$ cat config.mk
export PLATFORM = sky130hd
export DESIGN_NAME = feistel_block_cipher_chained_core
export DESIGN_NICKNAME = d
export VERILOG_FILES = /design/src/sv/fbcc_pkg.sv /design/src/sv/feistel_block_cipher_chained_core.sv /design/src/sv/fbcc_seq.sv
export SDC_FILE = /design/constraint.sdc
export NUM_CORES = 2
export LEC_CHECK = 0
export BUFFER_PORTS_ARGS = -buffer_cell sky130_fd_sc_hd__buf_4
export CAP_MARGIN = 25
export CORE_ASPECT_RATIO = 2
export CORE_MARGIN = 2
export CORE_UTILIZATION = 58
export DETAILED_ROUTE_END_ITERATION = 6
export HOLD_SLACK_MARGIN = 0.05
export PLACE_DENSITY = 0.79
export SYNTH_ARGS = -nofsm -noshare
export SYNTH_HDL_FRONTEND = slang
export SYNTH_SLANG_ARGS = --single-unit
$ cat constraint.sdc
create_clock -name clk -period 7.5 [get_ports clk]
set_clock_uncertainty 0.1 [all_clocks]
set_input_delay 0.75 -clock clk [delete_from_list [all_inputs] [get_ports clk]]
set_output_delay 0.75 -clock clk [all_outputs]
set_load 0.02 [all_outputs]
$ cat src/sv/fbcc_pkg.sv
package fbcc_pkg;

  // Default and widths of the configuration port.
  localparam int MAX_ROUNDS_DEF = 16;
  localparam int CFG_IDX_W = 3;
  localparam int CFG_DATA_W = 64;

  // Register indexes on the configuration port.
  localparam logic [CFG_IDX_W-1:0] REG_KEY = 3'd0;
  localparam logic [CFG_IDX_W-1:0] REG_IV = 3'd1;
  localparam logic [CFG_IDX_W-1:0] REG_ROUNDS = 3'd2;
  localparam logic [CFG_IDX_W-1:0] REG_MODE = 3'd3;
  localparam logic [CFG_IDX_W-1:0] REG_DIR = 3'd4;

  // Chaining mode codes; the unused code behaves as ECB.
  localparam logic [1:0] MODE_ECB = 2'd0;
  localparam logic [1:0] MODE_CBC = 2'd1;
  localparam logic [1:0] MODE_CFB = 2'd2;

  // Reset values of the configuration registers.
  localparam logic [4:0] ROUNDS_RST = 5'd10;
  localparam logic [1:0] MODE_RST = MODE_CBC;

  // Key schedule step: round key rotation grows by three bits, or shrinks to decrypt.
  localparam int KEY_STEP = 3;
  localparam int SHAMT_W = 6;

  // Microprogram addresses.
  typedef logic [1:0] step_t;
  localparam step_t STEP_IDLE = 2'd0;
  localparam step_t STEP_PREP = 2'd1;
  localparam step_t STEP_ROUND = 2'd2;
  localparam step_t STEP_FINISH = 2'd3;

  // Branch conditions of a control word.
  typedef enum logic [2:0] {
    COND_ALWAYS,
    COND_IN_FIRE,
    COND_NO_ROUNDS,
    COND_LAST_ROUND,
    COND_OUT_FREE
  } cond_t;

  // One control word of the microprogram.
  typedef struct packed {
    logic  wait_in;
    logic  prep;
    logic  round;
    logic  finish;
    cond_t cond;
    step_t tgt_true;
    step_t tgt_false;
  } ctrl_t;

  // Datapath status that the sequencer branches on.
  typedef struct packed {
    logic in_fire;
    logic no_rounds;
    logic last_round;
    logic out_free;
  } status_t;

  // Control store: wait for a word, load the halves, run the rounds, deliver.
  function automatic ctrl_t ucode_rom(input step_t addr);
    ctrl_t w;
    w = '{wait_in: 1'b0, prep: 1'b0, round: 1'b0, finish: 1'b0,
          cond: COND_ALWAYS, tgt_true: STEP_IDLE, tgt_false: STEP_IDLE};
    case (addr)
      STEP_IDLE: begin
        w.wait_in = 1'b1;
        w.cond = COND_IN_FIRE;
        w.tgt_true = STEP_PREP;
        w.tgt_false = STEP_IDLE;
      end
      STEP_PREP: begin
        w.prep = 1'b1;
        w.cond = COND_NO_ROUNDS;
        w.tgt_true = STEP_FINISH;
        w.tgt_false = STEP_ROUND;
      end
      STEP_ROUND: begin
        w.round = 1'b1;
        w.cond = COND_LAST_ROUND;
        w.tgt_true = STEP_FINISH;
        w.tgt_false = STEP_ROUND;
      end
      STEP_FINISH: begin
        w.finish = 1'b1;
        w.cond = COND_OUT_FREE;
        w.tgt_true = STEP_IDLE;
        w.tgt_false = STEP_FINISH;
      end
      default: begin
        w.cond = COND_ALWAYS;
      end
    endcase
    return w;
  endfunction

endpackage

$ cat src/sv/feistel_block_cipher_chained_core.sv
// Chained 64-bit Feistel cipher core (ECB, CBC or CFB, encrypt or decrypt).
// Input words arrive on in_valid/in_ready with data_in and first_block; a set
// first_block reloads the chaining register from init_vector for that word.
// Results leave on out_valid/out_ready as data_out, one result per input word.
// Configuration is written through cfg_we/cfg_index/cfg_data; the user must do so
// only while the core is idle, which the core does not enforce; index 0 key,
// 1 IV, 2 round count, 3 chain mode, 4 direction. A small microprogram steps the
// core: a step to take the word, a step to load the halves and the first round key,
// a step per round on the shared 32-bit multiplier, and a step to apply chaining
// and fill the output register. The round count is capped at MAX_ROUNDS and is
// ten at reset; with zero rounds the load step goes straight to the final step.
// The core takes a new word only once the previous one has left the final step.
// Reset clears the chaining register and output valid and restores the
// register defaults. A stalled receiver holds the result in the output register;
// the next word is still accepted and processed, and waits in the final step
// until the output register frees.
module feistel_block_cipher_chained_core #(
  parameter int MAX_ROUNDS = fbcc_pkg::MAX_ROUNDS_DEF
) (
  input  logic                            clk,
  input  logic                            rst,
  input  logic                            cfg_we,
  input  logic [fbcc_pkg::CFG_IDX_W-1:0]  cfg_index,
  input  logic [fbcc_pkg::CFG_DATA_W-1:0] cfg_data,
  input  logic                            in_valid,
  output logic                            in_ready,
  input  logic [63:0]                     data_in,
  input  logic                            first_block,
  output logic                            out_valid,
  input  logic                            out_ready,
  output logic [63:0]                     data_out
);

  localparam int RW = $clog2(MAX_ROUNDS + 1);
  localparam int CW = (RW > 5) ? RW : 5;
  localparam int SW = fbcc_pkg::SHAMT_W;

  // Configuration registers.
  logic [63:0] cipher_key;
  logic [63:0] init_vector;
  logic [4:0]  round_count;
  logic [1:0]  chain_mode;
  logic        direction;

  // Datapath registers.
  logic [63:0]   data_reg;
  logic [63:0]   chain_value;
  logic [31:0]   l_half;
  logic [31:0]   r_half;
  logic [31:0]   rkey;
  logic [SW-1:0] shamt;
  logic [RW-1:0] left;

  fbcc_pkg::ctrl_t   ctrl;
  fbcc_pkg::status_t status;

  logic          in_fire;
  logic          out_free;
  logic [CW-1:0] rounds_cfg;
  logic [RW-1:0] n_eff;
  logic [RW-1:0] n_m1;
  logic          dec_eff;
  logic [SW-1:0] sh_first;
  logic [SW-1:0] sh_sel;
  logic [SW-1:0] sh_step;
  logic [127:0]  key_dbl;
  logic [31:0]   rkey_calc;
  logic [31:0]   key_rot;
  logic [31:0]   prod;
  logic [31:0]   f_out;
  logic [31:0]   r_new;
  logic          last_round;
  logic [63:0]   feistel_in;
  logic [63:0]   blk;
  logic [63:0]   result;
  logic [63:0]   chain_next;

  fbcc_seq u_seq (
    .clk    (clk),
    .rst    (rst),
    .status (status),
    .ctrl   (ctrl)
  );

  assign in_ready = ctrl.wait_in;
  assign in_fire  = in_valid && ctrl.wait_in;
  assign out_free = !out_valid || out_ready;

  // Configuration writes; unknown indexes are ignored.
  always_ff @(posedge clk) begin
    if (rst) begin
      cipher_key  <= '0;
      init_vector <= '0;
      round_count <= fbcc_pkg::ROUNDS_RST;
      chain_mode  <= fbcc_pkg::MODE_RST;
      direction   <= 1'b0;
    end else if (cfg_we) begin
      case (cfg_index)
        fbcc_pkg::REG_KEY:    cipher_key  <= cfg_data;
        fbcc_pkg::REG_IV:     init_vector <= cfg_data;
        fbcc_pkg::REG_ROUNDS: round_count <= cfg_data[4:0];
        fbcc_pkg::REG_MODE:   chain_mode  <= cfg_data[1:0];
        fbcc_pkg::REG_DIR:    direction   <= cfg_data[0];
        default: ;
      endcase
    end
  end

  // Effective round count, capped at MAX_ROUNDS.
  assign rounds_cfg = CW'(round_count);
  assign n_eff = (rounds_cfg > CW'(MAX_ROUNDS)) ? RW'(MAX_ROUNDS) : RW'(rounds_cfg);
  assign n_m1  = n_eff - RW'(1);

  // CFB always runs the cipher forward; decryption walks the keys backwards.
  assign dec_eff = direction && (chain_mode != fbcc_pkg::MODE_CFB);

  // Key rotation amount: 0 upward for encryption, 3*(n-1) downward for decryption.
  assign sh_first = dec_eff ? SW'({2'b00, n_m1} + {1'b0, n_m1, 1'b0}) : '0;
  assign sh_sel   = ctrl.prep ? sh_first : shamt;
  assign sh_step  = dec_eff ? sh_sel - SW'(fbcc_pkg::KEY_STEP)
                            : sh_sel + SW'(fbcc_pkg::KEY_STEP);
  assign key_dbl   = {cipher_key, cipher_key} >> sh_sel;
  assign rkey_calc = key_dbl[31:0];

  // Round function: rotl(L,9) xor not(rotr(k,11) * L).
  assign key_rot    = {rkey[10:0], rkey[31:11]};
  assign prod       = key_rot * l_half;
  assign f_out      = {l_half[22:0], l_half[31:23]} ^ ~prod;
  assign r_new      = r_half ^ f_out;
  assign last_round = (left == RW'(1));

  // Cipher input for the selected chaining mode.
  always_comb begin
    case (chain_mode)
      fbcc_pkg::MODE_CBC: feistel_in = direction ? data_reg : (data_reg ^ chain_value);
      fbcc_pkg::MODE_CFB: feistel_in = chain_value;
      default:            feistel_in = data_reg;
    endcase
  end

  // Chaining applied to the cipher output.
  assign blk = {l_half, r_half};
  always_comb begin
    case (chain_mode)
      fbcc_pkg::MODE_CBC: begin
        result     = direction ? (blk ^ chain_value) : blk;
        chain_next = direction ? data_reg : blk;
      end
      fbcc_pkg::MODE_CFB: begin
        result     = data_reg ^ blk;
        chain_next = direction ? data_reg : (data_reg ^ blk);
      end
      default: begin
        result     = blk;
        chain_next = chain_value;
      end
    endcase
  end

  assign status = '{in_fire: in_fire, no_rounds: (n_eff == '0),
                    last_round: last_round, out_free: out_free};

  // Datapath registers driven by the control word.
  always_ff @(posedge clk) begin
    if (ctrl.wait_in && in_fire) begin
      data_reg <= data_in;
    end
    if (ctrl.prep) begin
      l_half <= feistel_in[63:32];
      r_half <= feistel_in[31:0];
      rkey   <= rkey_calc;
      shamt  <= sh_step;
      left   <= n_eff;
    end
    if (ctrl.round) begin
      if (last_round) begin
        r_half <= r_new;
      end else begin
        l_half <= r_new;
        r_half <= l_half;
      end
      rkey  <= rkey_calc;
      shamt <= sh_step;
      left  <= left - RW'(1);
    end
    if (ctrl.finish && out_free) begin
      data_out <= result;
    end
  end

  // Chaining register: reloaded from the IV on a first word, updated at the end.
  always_ff @(posedge clk) begin
    if (rst) begin
      chain_value <= '0;
    end else if (ctrl.wait_in && in_fire && first_block) begin
      chain_value <= init_vector;
    end else if (ctrl.finish && out_free) begin
      chain_value <= chain_next;
    end
  end

  // Output valid flag.
  always_ff @(posedge clk) begin
    if (rst) begin
      out_valid <= 1'b0;
    end else if (ctrl.finish && out_free) begin
      out_valid <= 1'b1;
    end else if (out_ready) begin
      out_valid <= 1'b0;
    end
  end

endmodule

$ cat src/sv/fbcc_seq.sv
module fbcc_seq (
  input  logic              clk,
  input  logic              rst,
  input  fbcc_pkg::status_t status,
  output fbcc_pkg::ctrl_t   ctrl
);

  fbcc_pkg::step_t step;
  fbcc_pkg::step_t step_next;
  logic            taken;

  // The control word for the current step comes straight from the control store.
  assign ctrl = fbcc_pkg::ucode_rom(step);

  // Evaluate the branch condition and pick the next step.
  always_comb begin
    case (ctrl.cond)
      fbcc_pkg::COND_ALWAYS:     taken = 1'b1;
      fbcc_pkg::COND_IN_FIRE:    taken = status.in_fire;
      fbcc_pkg::COND_NO_ROUNDS:  taken = status.no_rounds;
      fbcc_pkg::COND_LAST_ROUND: taken = status.last_round;
      fbcc_pkg::COND_OUT_FREE:   taken = status.out_free;
      default:                   taken = 1'b1;
    endcase
    step_next = taken ? ctrl.tgt_true : ctrl.tgt_false;
  end

  // Step counter.
  always_ff @(posedge clk) begin
    if (rst) begin
      step <= fbcc_pkg::STEP_IDLE;
    end else begin
      step <= step_next;
    end
  end

endmodule

==> out/results.ini <==
[synth]
synth_most_common_cell=nand2_1
syn_inst=4899
synth_top_area_share_pct=19.64
synth_area_sq_mm=0.04179
synth-seq-area-share_pct=25.84
yosysUniqueCellTypes=61
synthTopCellsByArea=fa_1 20%, edfxtp_1 15%, dfxtp_1 11%
synth_edf_count=203
ys.flop_type=dfxtp_1
yosys_warnings=0
ys_seq_elements=438
synth_commonest_cells=869 x nand2_1, 482 x inv_1, 445 x a21oi_1
avgSynthCellArea_sq_um=8.531
syn-num-nets=5588
synthArstFlopShare_pct=0
synth_area_leader_cell=fa_1

[worst_setup_path]
cp.arrival_ps=7600
crit_path_end_kind=flip-flop
cp.depth=24
critPathMaxStageDelay_ps=580
path_buf_inv=4
worstPathRequired_ps=7700
cp_common_cell=fa_1
start_kind=flip-flop
crit_family=adder cells
cpMaxStageDelayCell=fa_2
critPathKind=flip-flop to flip-flop
path_max_fanout=5
path_cells=and2_1 -> fa_1 -> fa_1 -> fa_1 -> inv_1 -> fa_1 -> inv_2 -> fa_1 -> inv_2 -> fa_1 -> inv_2 -> fa_2 -> fa_2 -> ha_4 -> a21o_1 -> a21o_1 -> a21oi_2 -> nand4_1 -> a2bb2oi_4 -> a221o_1 -> and4_4 -> nor3_4 -> xnor2_2 -> a311oi_2
ff2ff_path_depth=24

[sta]
rsz0062_at_grt=true
slew_viol_final=0
tightestPinTransition_ps=1141
fin_crit_sh_pct=98.66
finalHoldViolCount=0
final-setup-viol-count=0
slew_headroom_pct=23.58
max_freq_ghz=0.1352
fin_crit_ps=7399
setup_ws_ps=100.8

[final_layout]
fillCellCount=5957
final_core_util_pct=65.32
area_growth_pct=11.73
final_cells=5943
nets=5682
multi_input_area_sq_mm=0.02801
drive_gt1_share_pct=11.58
seq_area_sq_mm=0.01081

[detailed_routing]
first_pass_iters=7
drt_iter0_markers=3744
num_vias=37002
drc=0
ant_nets=0
post_drt_wl_per_cell_um=24.69
wirelength_mm=146.7
via_per_inst=6.226

[cts]
cts_tree=built
htreeDepth=2
cts.sink_count=438
clk-insertion-delay-late_ps=600
hold_buffers=0
root_buffer=clkbuf_16
cts.reportedPaths.clkPinSlew_ps=70
numCtsBuffers=41
clockBufferDepth=3

[placed_design]
dp_cells=5837
io_buffers=202
place_hpwl_mm=110.3
pre_cts_ws_ps=44.33
gp_congestion=1.059

[global_routing]
antenna_found_initial=5
overflow=0
grt_max_degree=115
grt_use_total_pct=39.32
grt_pass1_wl_mm=221.1
grt_pass1_vias=36925

[die]
dieArea_sq_mm=0.07435
initial_core_util_pct=58.47
die_height_um=383.6
fp.dieW_um=193.8
design.core.area_sq_mm=0.07148
row_count=139
ios=203

[worst_hold_path]
min_path_cells=1
hold_class=input pin to flip-flop

[flow_run]
drv_cap=0

[status]
status=complete, no violations

[routing by layer]
| layer | up-vias | wire length (um) | GRT usage [%] |
|---|---|---|---|
| li1 | 16405 | - | - |
| met1 | 17938 | 48980 | 43.31 |
| met2 | 2029 | 71300 | 67.16 |
| met5 | - | 35 | 0 |
| met3 | 628 | 11600 | 6.277 |
| met4 | 2 | 14800 | 31.83 |
[through the flow]
step | hold slack, ps | setup TNS, ps | cell area (sq um)
detailed placement | 347.0 | 0 | 44820
global placement | 343.1 | 0 | 44820
floorplan | 336.7 | 0 | 41790
CTS | 199.3 | 0 | 46180
global route | 215.9 | -231.4 | 46690
finish | 219.6 | 0 | 46690
[placed cells by master, fill, tap and decap left out, types with 99 or more instances in the layout]
cell type,netlist,final
dfxtp_1,235,228
nor2_1,131,130
buf_4,4,407
mux2i_1,265,265
a21oi_1,445,440
nand2_1,869,864
ha_1,142,133
nand3_1,99,99
fa_1,410,402
o21ai_0,168,166
and2_1,346,336
inv_1,482,476
xnor2_1,132,128
edfxtp_1,203,203
[cell families after synthesis]
kind of cell,after synthesis,share of synthesized area (%)
AO/OA/AOI/OAI,1052,15.47
adder cells (fa/ha/maj),552,23.89
multiplexers,266,6.374
XOR/XNOR,164,3.437
AND/OR/NAND/NOR,1556,17.04
flip-flops,438,25.84
buffers and inverters,871,7.943
[path summary, 6_finish.rpt]
kind	startpoint	to	slack [ps]
max	rkey[22]	r_half[28]	100
min reg2reg	init_vector[59]	init_vector[59]	360
max reg2reg	rkey[22]	r_half[28]	100
min	data_in[33]	data_reg[33]	220
[area by class of cell]
| type | count | area share, % |
|---|---|---|
| sequential | 438 | 23.15 |
| clock buffer | 56 | 2.492 |
| multi-input combinational | 3590 | 60.00 |
| antenna | 2 | 0.01072 |
| inverter | 485 | 3.907 |
| timing repair buffer | 437 | 7.591 |
| clock inverter | 19 | 0.3939 |
| tap | 916 | 2.455 |
[timing repair]
action,CTS,global route
buffers inserted,2,26
endpoints found under the setup margin,1,15
pin swaps,1,73
resized for setup,2,65
Power is left out: the tool's default activity adds up to more than one toggle a clock period on the data nets, which glitch-free logic cannot reach.
